<file path="src/design/assert_macros.svh">
// ----------------------------------------------------------------------------
// Assertion macros
// Concurrent checks that compile to nothing when SYNTHESIS is defined.
// ----------------------------------------------------------------------------
`ifndef ASSERT_MACROS_SVH
`define ASSERT_MACROS_SVH

`ifndef SYNTHESIS

// cond must hold at every clock edge outside reset
`define RTMF_CHECK(name, clk, rst, cond) \
   name: assert property (@(posedge clk) disable iff (rst) (cond)) \
      else $error("assertion failed: condition");

// ante at one edge implies cons at the next edge
`define RTMF_NEXT(name, clk, rst, ante, cons) \
   name: assert property (@(posedge clk) disable iff (rst) (ante) |=> (cons)) \
      else $error("assertion failed: next-cycle implication");

`else

`define RTMF_CHECK(name, clk, rst, cond)
`define RTMF_NEXT(name, clk, rst, ante, cons)

`endif

`endif

</file>
<file path="src/design/rtmf_pkg.sv">
// ----------------------------------------------------------------------------
// rtmf_pkg
// Shared types, codes and the mask builder of the route table.
// ----------------------------------------------------------------------------
`default_nettype none

package rtmf_pkg;

   typedef enum logic [1:0] {
      OP_SET  = 2'd0,
      OP_DEL  = 2'd1,
      OP_LOOK = 2'd2,
      OP_NONE = 2'd3
   } op_type;

   typedef enum logic [1:0] {
      STATUS_OK   = 2'd0,
      STATUS_MISS = 2'd1,
      STATUS_FULL = 2'd2
   } status_type;

   // one stored route
   typedef struct packed {
      logic [31:0] net;
      logic [31:0] mask;
      logic [31:0] hop_addr;
      logic [15:0] hop_port;
   } entry_type;

   // one request item, unpacked
   typedef struct packed {
      op_type      op;
      logic [31:0] dest_addr;
      logic [5:0]  pfx_len;
      logic [31:0] hop_addr;
      logic [15:0] hop_port;
   } req_type;

   // one finished result offered by the sequencer
   typedef struct packed {
      logic        valid;
      status_type  status;
      logic [31:0] hop_addr;
      logic [15:0] hop_port;
   } res_type;

   // mask from prefix length; lengths above 32 saturate, zero gives no bits
   function automatic logic [31:0] make_mask(input logic [5:0] plen);
      logic [5:0] n;
      begin
         n = (plen > 6'd32) ? 6'd32 : plen;
         return ~(32'hFFFF_FFFF >> n);
      end
   endfunction

endpackage

`default_nettype wire

</file>
<file path="src/design/rtmf_ctrl.sv">
// ----------------------------------------------------------------------------
// rtmf_ctrl
// Sequencer: scans the route memory, then updates, appends, deletes or swaps.
// ----------------------------------------------------------------------------
`default_nettype none

module rtmf_ctrl #(
   parameter int ENTRIES = 64,
   localparam int IDX_W = (ENTRIES > 1) ? $clog2(ENTRIES) : 1,
   localparam int CNT_W = $clog2(ENTRIES + 1)
) (
   input  wire logic                   clock,
   input  wire logic                   reset,
   input  wire logic                   req_valid,
   output logic                        req_ready,
   input  wire rtmf_pkg::req_type      req,
   output rtmf_pkg::res_type           res,
   input  wire logic                   res_ready,
   output logic [CNT_W-1:0]            route_count,
   output logic                        mem_rd_en,
   output logic [IDX_W-1:0]            mem_rd_idx,
   input  wire rtmf_pkg::entry_type    mem_rd_data,
   output logic                        mem_wr_en,
   output logic [IDX_W-1:0]            mem_wr_idx,
   output rtmf_pkg::entry_type         mem_wr_data
);

   typedef enum logic [3:0] {
      S_IDLE,
      S_SCAN,
      S_SET_WR,
      S_DEL_RD,
      S_DEL_WR,
      S_SWAP_RD,
      S_SWAP_HI,
      S_SWAP_LO,
      S_DONE
   } state_type;

   state_type              state_ff, state_in;
   logic [CNT_W-1:0]       count_ff, count_in;
   logic [CNT_W-1:0]       rd_idx_ff, rd_idx_in;
   logic                   chk_vld_ff, chk_vld_in;
   logic [IDX_W-1:0]       chk_idx_ff, chk_idx_in;
   logic [CNT_W-1:0]       slot_ff, slot_in;
   rtmf_pkg::op_type       op_ff, op_in;
   logic [31:0]            addr_ff, addr_in;
   logic [31:0]            net_ff, net_in;
   logic [31:0]            mask_ff, mask_in;
   logic [31:0]            hop_a_ff, hop_a_in;
   logic [15:0]            hop_p_ff, hop_p_in;
   rtmf_pkg::entry_type    hit_ff, hit_in;
   rtmf_pkg::status_type   status_ff, status_in;
   logic [31:0]            res_a_ff, res_a_in;
   logic [15:0]            res_p_ff, res_p_in;
   logic [31:0]            new_mask;
   logic [CNT_W-1:0]       last_idx;
   logic                   match;

   assign new_mask = rtmf_pkg::make_mask(req.pfx_len);
   assign last_idx = count_ff - 1'b1;

   // compare the entry read in the previous cycle
   always_comb begin
      if (op_ff == rtmf_pkg::OP_LOOK) begin
         match = chk_vld_ff && (mem_rd_data.net == (addr_ff & mem_rd_data.mask));
      end else begin
         match = chk_vld_ff && (mem_rd_data.net == net_ff)
                 && (mem_rd_data.mask == mask_ff);
      end
   end

   always_comb begin
      state_in    = state_ff;
      count_in    = count_ff;
      rd_idx_in   = rd_idx_ff;
      chk_vld_in  = 1'b0;
      chk_idx_in  = chk_idx_ff;
      slot_in     = slot_ff;
      op_in       = op_ff;
      addr_in     = addr_ff;
      net_in      = net_ff;
      mask_in     = mask_ff;
      hop_a_in    = hop_a_ff;
      hop_p_in    = hop_p_ff;
      hit_in      = hit_ff;
      status_in   = status_ff;
      res_a_in    = res_a_ff;
      res_p_in    = res_p_ff;
      mem_rd_en   = 1'b0;
      mem_rd_idx  = rd_idx_ff[IDX_W-1:0];
      mem_wr_en   = 1'b0;
      mem_wr_idx  = slot_ff[IDX_W-1:0];
      mem_wr_data = '{net: net_ff, mask: mask_ff, hop_addr: hop_a_ff, hop_port: hop_p_ff};

      case (state_ff)
         S_IDLE: begin
            if (req_valid) begin
               op_in     = req.op;
               addr_in   = req.dest_addr;
               mask_in   = new_mask;
               net_in    = req.dest_addr & new_mask;
               hop_a_in  = req.hop_addr;
               hop_p_in  = req.hop_port;
               status_in = rtmf_pkg::STATUS_MISS;
               res_a_in  = '0;
               res_p_in  = '0;
               rd_idx_in = '0;
               state_in  = (req.op == rtmf_pkg::OP_NONE) ? S_DONE : S_SCAN;
            end
         end
         S_SCAN: begin
            if (match) begin
               slot_in   = CNT_W'(chk_idx_ff);
               hit_in    = mem_rd_data;
               status_in = rtmf_pkg::STATUS_OK;
               case (op_ff)
                  rtmf_pkg::OP_SET: state_in = S_SET_WR;
                  rtmf_pkg::OP_DEL: state_in = S_DEL_RD;
                  rtmf_pkg::OP_LOOK: begin
                     res_a_in = mem_rd_data.hop_addr;
                     res_p_in = mem_rd_data.hop_port;
                     state_in = (chk_idx_ff == '0) ? S_DONE : S_SWAP_RD;
                  end
                  default: state_in = S_DONE;
               endcase
            end else if (rd_idx_ff < count_ff) begin
               // issue the next read; its compare lands in the following cycle
               mem_rd_en  = 1'b1;
               chk_vld_in = 1'b1;
               chk_idx_in = rd_idx_ff[IDX_W-1:0];
               rd_idx_in  = rd_idx_ff + 1'b1;
            end else if (!chk_vld_ff) begin
               // scan exhausted without a match
               if (op_ff == rtmf_pkg::OP_SET) begin
                  if (count_ff == CNT_W'(ENTRIES)) begin
                     status_in = rtmf_pkg::STATUS_FULL;
                     state_in  = S_DONE;
                  end else begin
                     slot_in   = count_ff;
                     status_in = rtmf_pkg::STATUS_OK;
                     state_in  = S_SET_WR;
                  end
               end else begin
                  state_in = S_DONE;
               end
            end
         end
         S_SET_WR: begin
            mem_wr_en = 1'b1;
            if (slot_ff == count_ff) begin
               count_in = count_ff + 1'b1;
            end
            state_in = S_DONE;
         end
         S_DEL_RD: begin
            mem_rd_en  = 1'b1;
            mem_rd_idx = last_idx[IDX_W-1:0];
            state_in   = S_DEL_WR;
         end
         S_DEL_WR: begin
            // move the last entry into the freed slot
            mem_wr_en   = 1'b1;
            mem_wr_data = mem_rd_data;
            count_in    = last_idx;
            state_in    = S_DONE;
         end
         S_SWAP_RD: begin
            mem_rd_en  = 1'b1;
            mem_rd_idx = '0;
            state_in   = S_SWAP_HI;
         end
         S_SWAP_HI: begin
            mem_wr_en   = 1'b1;
            mem_wr_data = mem_rd_data;
            state_in    = S_SWAP_LO;
         end
         S_SWAP_LO: begin
            mem_wr_en   = 1'b1;
            mem_wr_idx  = '0;
            mem_wr_data = hit_ff;
            state_in    = S_DONE;
         end
         S_DONE: begin
            if (res_ready) begin
               state_in = S_IDLE;
            end
         end
         default: state_in = S_IDLE;
      endcase
   end

   always_ff @(posedge clock) begin
      if (reset) begin
         state_ff   <= S_IDLE;
         count_ff   <= '0;
         chk_vld_ff <= 1'b0;
      end else begin
         state_ff   <= state_in;
         count_ff   <= count_in;
         chk_vld_ff <= chk_vld_in;
      end
      rd_idx_ff  <= rd_idx_in;
      chk_idx_ff <= chk_idx_in;
      slot_ff    <= slot_in;
      op_ff      <= op_in;
      addr_ff    <= addr_in;
      net_ff     <= net_in;
      mask_ff    <= mask_in;
      hop_a_ff   <= hop_a_in;
      hop_p_ff   <= hop_p_in;
      hit_ff     <= hit_in;
      status_ff  <= status_in;
      res_a_ff   <= res_a_in;
      res_p_ff   <= res_p_in;
   end

   assign req_ready    = (state_ff == S_IDLE);
   assign res.valid    = (state_ff == S_DONE);
   assign res.status   = status_ff;
   assign res.hop_addr = res_a_ff;
   assign res.hop_port = res_p_ff;
   assign route_count  = count_ff;

endmodule

`default_nettype wire

</file>
<file path="config.mk">
export PLATFORM = sky130hd
export DESIGN_NAME = rtmf_ctrl
export DESIGN_NICKNAME = d
export VERILOG_FILES = /design/src/design/assert_macros.svh /design/src/design/rtmf_pkg.sv /design/src/design/rtmf_ctrl.sv
export SDC_FILE = /design/constraint.sdc
export NUM_CORES = 1
export LEC_CHECK = 0
export ABC_AREA = 1
export BUFFER_PORTS_ARGS = -buffer_cell sky130_fd_sc_hd__buf_2
export CORE_MARGIN = 2
export CORE_UTILIZATION = 60
export CTS_BUF_LIST = sky130_fd_sc_hd__clkbuf_4 sky130_fd_sc_hd__clkbuf_8
export CTS_CLUSTER_SIZE = 40
export DETAILED_ROUTE_END_ITERATION = 16
export PLACE_DENSITY = 0.91
export SYNTH_ARGS = -nofsm -noshare
export SYNTH_HDL_FRONTEND = slang
export SYNTH_SLANG_ARGS = --single-unit
</file>
<file path="constraint.sdc">
create_clock -name clock -period 37 [get_ports clock]
set_input_delay 7.4 -clock clock [delete_from_list [all_inputs] [get_ports clock]]
set_output_delay 7.4 -clock clock [all_outputs]
set_load 0.01 [all_outputs]
</file>
After elaboration in Yosys (flattened, before gate mapping)
Index checks and enable logic that the tools add are counted.

word-level totals
  register bits = 340
  input port bits = 204

cells by class
  order comparisons = 2
  reduce and logical (&&, ||, !) cells = 23
  mux-type cells = 46
  shift-type cells = 1
  $add $sub $neg = 3
  equality and inequality tests = 29
  bitwise operators = 5

operators with widths
  cell                                                                   count
  112-bit case mux with 2 select lines                                   1
  32-bit equality test                                                   3
  32-bit 2-to-1 mux                                                      3
  32-bit AND                                                             2
  32-bit case mux with 2 select lines                                    1
  7-bit 2-to-1 mux                                                       8
  16-bit 2-to-1 mux                                                      3
  4-bit 2-to-1 mux                                                       9
  32-bit NOT                                                             1
  16-bit case mux with 2 select lines                                    1
  32-bit by 6-bit right shift with 32-bit output, first input constant   1
  4-bit case mux with 7 select lines                                     1
  7-bit case mux with 2 select lines                                     2
  6-bit 2-to-1 mux                                                       3
  4-bit by 3-bit equality test with 1-bit output, second input constant  4
  2-bit inequality test, second input constant                           8
  7-bit by 1-bit adder with 7-bit output, second input constant          2
  2-bit 2-to-1 mux                                                       6
  4-bit case mux with 3 select lines                                     1
  6-bit case mux with 2 select lines                                     1
  4-bit AND reduction                                                    3
  5-bit AND reduction                                                    2
  3-bit inequality test, second input constant                           3
  4-bit by 2-bit equality test with 1-bit output, second input constant  2
  other kinds (24)                                                       38

Longest topological paths before layout
  depth in word-level cells = 7
  mapped depth = 16

Least setup slack after synthesis
Ideal clock, no wire load.

  path kind = input port to flip-flop
  start = in req_valid
  end = reg res_a_ff[0] (enable)
  data required time = 36596 ps
  stages = 4
  setup slack = 16934 ps
  arrival time = 19663 ps
  cells stage by stage = inv_1 nor3_1 o21ai_0 inv_1

between the ends
  longest elaborated chain between the ends = 2

ends and longest elaborated chain
  what                             line              text
  start: declaration               rtmf_ctrl.sv:14   input wire logic req_valid,
  2-bit inequality test (no line)  -
  4-bit AND reduction (no line)    -
  end signal: assignment           rtmf_ctrl.sv:214  res_a_ff <= res_a_in;
  end: declaration                 rtmf_ctrl.sv:54   logic [31:0] res_a_ff, res_a_in;

Every way passes these cells.
A chain may end at the register's enable or synchronous reset.

Worst setup path after layout
  start = in mem_rd_data[93] (netlist name)
  end = out mem_rd_en

between the ends
  longest elaborated chain between the ends = 6

ends and longest elaborated chain
  what                                  line              text
  start: declaration                    rtmf_ctrl.sv:22   input wire rtmf_pkg::entry_type mem_rd_data,
  32-bit equality test                  rtmf_ctrl.sv:68   match = chk_vld_ff && (mem_rd_data.net == net_ff)
  1-bit logical AND                     rtmf_ctrl.sv:68
  1-bit logical AND                     rtmf_ctrl.sv:69   && (mem_rd_data.mask == mask_ff);
  1-bit 2-to-1 mux *                    rtmf_ctrl.sv:65   if (op_ff == rtmf_pkg::OP_LOOK) begin
  1-bit 2-to-1 mux *                    rtmf_ctrl.sv:113  if (match) begin
  1-bit case mux with 2 select lines *  rtmf_ctrl.sv:96   case (state_ff)
  end: declaration                      rtmf_ctrl.sv:20   output logic mem_rd_en,

Every way passes the cells marked *; elsewhere a longest branch is shown, timed or not.

==> impl_results.rst <==
.. list-table::
   :header-rows: 1

   * - Metric
     - Value
   * - Run status
     - finished, final reports clean
   * - Top Ports
     - about 400
   * - Area enclosed by the die boundary
     - about 29000 um2
   * - Number of synthesized flops with an enable pin
     - about 330
   * - Worst-case register-to-register setup slack
     - approximately 33 ns
   * - Core box area
     - ~27000 um2
   * - Number of sinks driven by the clock tree
     - 340
   * - Power per Cell Area
     - ~62 nW/um2
   * - Sequential share of the synthesized area
     - approximately 61%
   * - Total of flip-flops plus latches after synthesis
     - 340
   * - Syn_area_per_cell
     - ~9.4 um2
   * - Proportion of synthesized flip-flops having asynchronous set or reset
     - 0%
   * - Headroom to the max-slew limit
     - a little under a quarter
   * - # resized after CTS
     - 0
   * - Cells on worst reg2reg path
     - 7
   * - Clk_lat worst skew
     - about 0.60 ns
   * - Area used by multi-input combinational logic
     - approximately 5400 um2
   * - Utilization of the core after routing
     - between 70% and 80%
   * - Number of hold-slack violations in the final timing report
     - 0
   * - Global-route usage over all layers
     - roughly 34%
   * - Most instantiated flip-flop cell in the synthesis netlist
     - edfxtp_1
   * - Sequential cell area in the final layout
     - around 10000 um2
   * - Post-detailed-route wirelength per cell
     - 19.70 um
   * - Net switching power
     - between 400 and 500 uW
   * - Max-cap violations
     - 0
   * - Overall die height
     - about 170 um
   * - Vias in the first global route
     - about 14000
   * - Signed area change from the synthesized netlist to the final layout
     - 20.41%
   * - Number of nets in the finished design
     - between 2000 and 2500
   * - CTS clk-pin slew, worst paths
     - ~0.060 ns
   * - Pin count of the biggest net entering global routing
     - 87
   * - Total number of H-tree levels
     - 2
   * - DRT antenna net count
     - 0
   * - Synthesized instance count
     - approximately 1800
   * - Unique cell type count in the Yosys netlist
     - roughly 40
   * - Required time reported for the critical path endpoint
     - about 30 ns
   * - Cell internal power dissipation
     - 810.4 uW
   * - Sum of net half-perimeters after detailed placement
     - 36220 um
   * - Worst clock skew
     - approximately 0.025 ns
   * - Highest achievable clock rate
     - 59.50 MHz
   * - Minimum period implied by the final worst setup slack
     - 16.81 ns
   * - Area of the mapped netlist
     - 16540 um2
   * - DIE WIDTH
     - 170.0 um
   * - Lkg Pwr
     - ~0.0090 uW
   * - Initial antenna violation count
     - 17
   * - Final WL
     - between 50000 and 60000 um
   * - Clk network pwr share
     - between 20% and 30%
   * - FILL cells
     - roughly 1900
   * - Classification of the worst setup path
     - in -> out
   * - Top cells by area in the synthesized netlist
     - edfxtp_1 60%, nand2_1 13%, o211ai_1 4.8%
   * - CTS max path bufs
     - 3
   * - Startpoint kind of the worst setup timing path
     - input pin
   * - Number of clock buffers inserted by TritonCTS
     - between 50 and 60
   * - Total negative setup slack
     - 0 ns
   * - Count of hold buffers inserted by post-cts repair
     - 0
   * - Worst hold endpoint
     - chk_idx_ff[3]
   * - Aggregate global routing overflow
     - 0
   * - Global placement routability congestion
     - roughly 0.92
   * - Yosys Warn Count
     - 0
   * - Post-CTS Setup Repair Bufs
     - 0
   * - R2r endpoint
     - hit_ff[49]
   * - Comb pwr share
     - 27.2%
   * - RSZ-0062 raised after global routing
     - no
   * - Vias per Instance
     - 5.761
   * - TritonCTS clock tree
     - built
   * - Switching share of power
     - between 30% and 40%
   * - Data arrival time of the critical path
     - between 9 and 10 ns
   * - First-pass GRT wire length
     - 76260 um
   * - Total Power Consumption
     - about 1200 uW
   * - Hold Crit Depth
     - 0
   * - Final cycle utilization of the critical path
     - between 40% and 50%
   * - Crit path capture type
     - output pin
   * - Worst Min Path Start
     - rd_idx_ff[3]
   * - Number of nets produced by synthesis
     - around 2000
   * - Final setup vio count
     - 0
   * - Maximum fanout along the worst path
     - 10
   * - Final Slew Violations
     - 0
   * - Post-route DRC
     - 0
   * - Share of final-layout standard cells stronger than drive strength 1
     - roughly a quarter
   * - Worst IR drop on VDD
     - a little over 0.04 mV
   * - Reg2reg start
     - state_ff[3]
   * - Leading area contributor after synthesis
     - edfxtp_1
   * - Clock root buffer master
     - clkbuf_8
   * - Worst hold path class
     - reg -> reg
   * - Transition time at the pin with the least slew margin
     - 1.153 ns
   * - DRT Pass-1 Iters
     - 7
   * - Count of port buffers added during placement
     - 388
   * - Starting density of the core
     - roughly three fifths
   * - Share of Yosys cell area claimed by the top area cell type
     - between 50 and 60%
   * - Number of vias in the routed layout
     - about 15000
   * - Number of rows in the core area
     - 60
   * - Number of DRC markers after the initial detailed-route iteration
     - approximately 1700
   * - Sequential fraction of design power
     - 46.8%
-- synthesized netlist by cell type, types with 3 or more instances --
master and number:
clkinv_1 4, nor4_1 3, buf_1 5, a211oi_1 6
nand2_2 5, a21oi_1 20, o21ai_0 16, o211ai_1 105
inv_2 44, xnor2_1 9, nand4_1 24, a31oi_1 4
dfxtp_1 12, nand2_1 588, o21a_1 5, buf_2 6
edfxtp_1 328, nor3_1 19, nor2_1 179, o21ai_1 3
o22ai_1 6, and2_1 4, a21boi_0 10, ha_1 10
nand3_1 75, nor2_2 5, inv_1 198, xor2_1 18
clkbuf_1 38, nor3b_1 4
-- critical path, cell delays in order --
cell and delay (ns):
buf_2 0.12, inv_1 0.10, nand3_1 0.10, nand2_1 0.07, inv_1 0.04, nand2_1 0.06, nor2_1 0.04, nand2_1 0.09
nor2_1 0.08, nand3_1 0.13, nand2_2 0.10, nand2_4 0.17, nand2_1 0.13, nor2_1 0.43, inv_1 0.11, nand2_1 0.08
buf_2 0.15
-- area by class of cell --
class                   instances  area share [%]
well taps                     341           2.143
repair buffers                397           10.09
inverters                     246           4.644
diodes                         16          0.2011
multi-input cells            1132           26.88
flip-flops and latches        340           50.67
clock inverters                18          0.4399
clock buffers                  84           4.926
-- per-stage QoR --
| stage | hold WS [ns] | area, um2 | setup slack, ns | instances |
|---|---|---|---|---|
| 6_report | 0.5381 | 19910 | 20.19 | 2574 |
| 5_1_grt | 0.5502 | 19900 | 19.96 | 2569 |
| 4_1_cts | 0.5332 | 19870 | 20.23 | 2558 |
| 3_5_place_dp | 0.5134 | 18800 | 20.25 | 2456 |
| 3_3_place_gp | 0.5162 | 18800 | 20.34 | 2456 |
| 2_1_floorplan | 0.4780 | 16540 | 16.93 | 1767 |
-- kinds of logic after synthesis --
group	count (synthesis)	share of synthesized area, %
buffers and inverters	295	6.741
adder cells (fa/ha/maj)	10	0.7566
AND/OR/NAND/NOR	915	22.49
flip-flops	340	61.01
AO/OA/AOI/OAI	180	7.574
XOR/XNOR	27	1.430
-- how the worst max path moves through the flow --
stage	from	end	slack (ns)	depth (start not counted)
floorplan	req_valid	res_a_ff[0]	16.93	4
global placement	mem_rd_data[89]	mem_rd_en	20.34	17
detailed placement	mem_rd_data[89]	mem_rd_en	20.25	17
CTS	mem_rd_data[89]	mem_rd_en	20.23	17
global route	mem_rd_data[89]	mem_rd_en	19.96	17
finish	mem_rd_data[93]	mem_rd_en	20.19	17
-- power groups by stage --
| stage | combinational, uW | clock [uW] | sequential [uW] |
|---|---|---|---|
| 2_1_floorplan | 177 | 0 | 601 |
| 3_3_place_gp | 318 | 0 | 575 |
| 3_5_place_dp | 329 | 0 | 580 |
| 4_1_cts | 331 | 321 | 573 |
| 5_1_grt | 363 | 337 | 581 |
| 6_report | 334 | 320 | 574 |
-- placed cells by master (no fill, tap or decap), types with 5 or more instances in the layout --
cell type,Yosys,final
a21oi_1,20,20
inv_1,198,196
o21ai_0,16,16
diode_2,0,16
clkbuf_8,0,56
buf_2,6,388
a211oi_1,6,6
nand3_1,75,75
buf_4,0,9
nor3_1,19,18
ha_1,10,10
a21boi_0,10,10
clkbuf_4,0,28
o22ai_1,6,6
inv_2,44,45
o211ai_1,105,105
nand4_1,24,24
xor2_1,18,18
dfxtp_1,12,12
nor2_1,179,178
nor2_2,5,5
clkinv_1,4,17
o21a_1,5,5
nand2_1,588,587
edfxtp_1,328,328
nand2_2,5,5
xnor2_1,9,9
-- registers in the layout (all words and copies together), names as in the netlist, 2 cells and up --
register	flops
chk_idx_ff	6
hop_a_ff	32
res_p_ff	16
net_ff	32
route_count	7
rd_idx_ff	7
status_ff	2
hop_p_ff	16
mask_ff	32
state_ff	4
slot_ff	7
hit_ff	112
addr_ff	32
res_a_ff	32
op_ff	2
-- layer usage --
metal	global-route usage, %	part of all wire [%]	vias to the layer above
met2	57.78	48	995
met5	0	0.069	-
met4	20.81	6.2	6
li1	-	-	6731
met3	9.488	12	207
met1	39.72	34	6890
No activity file was read; power rests on OpenSTA's default activity.
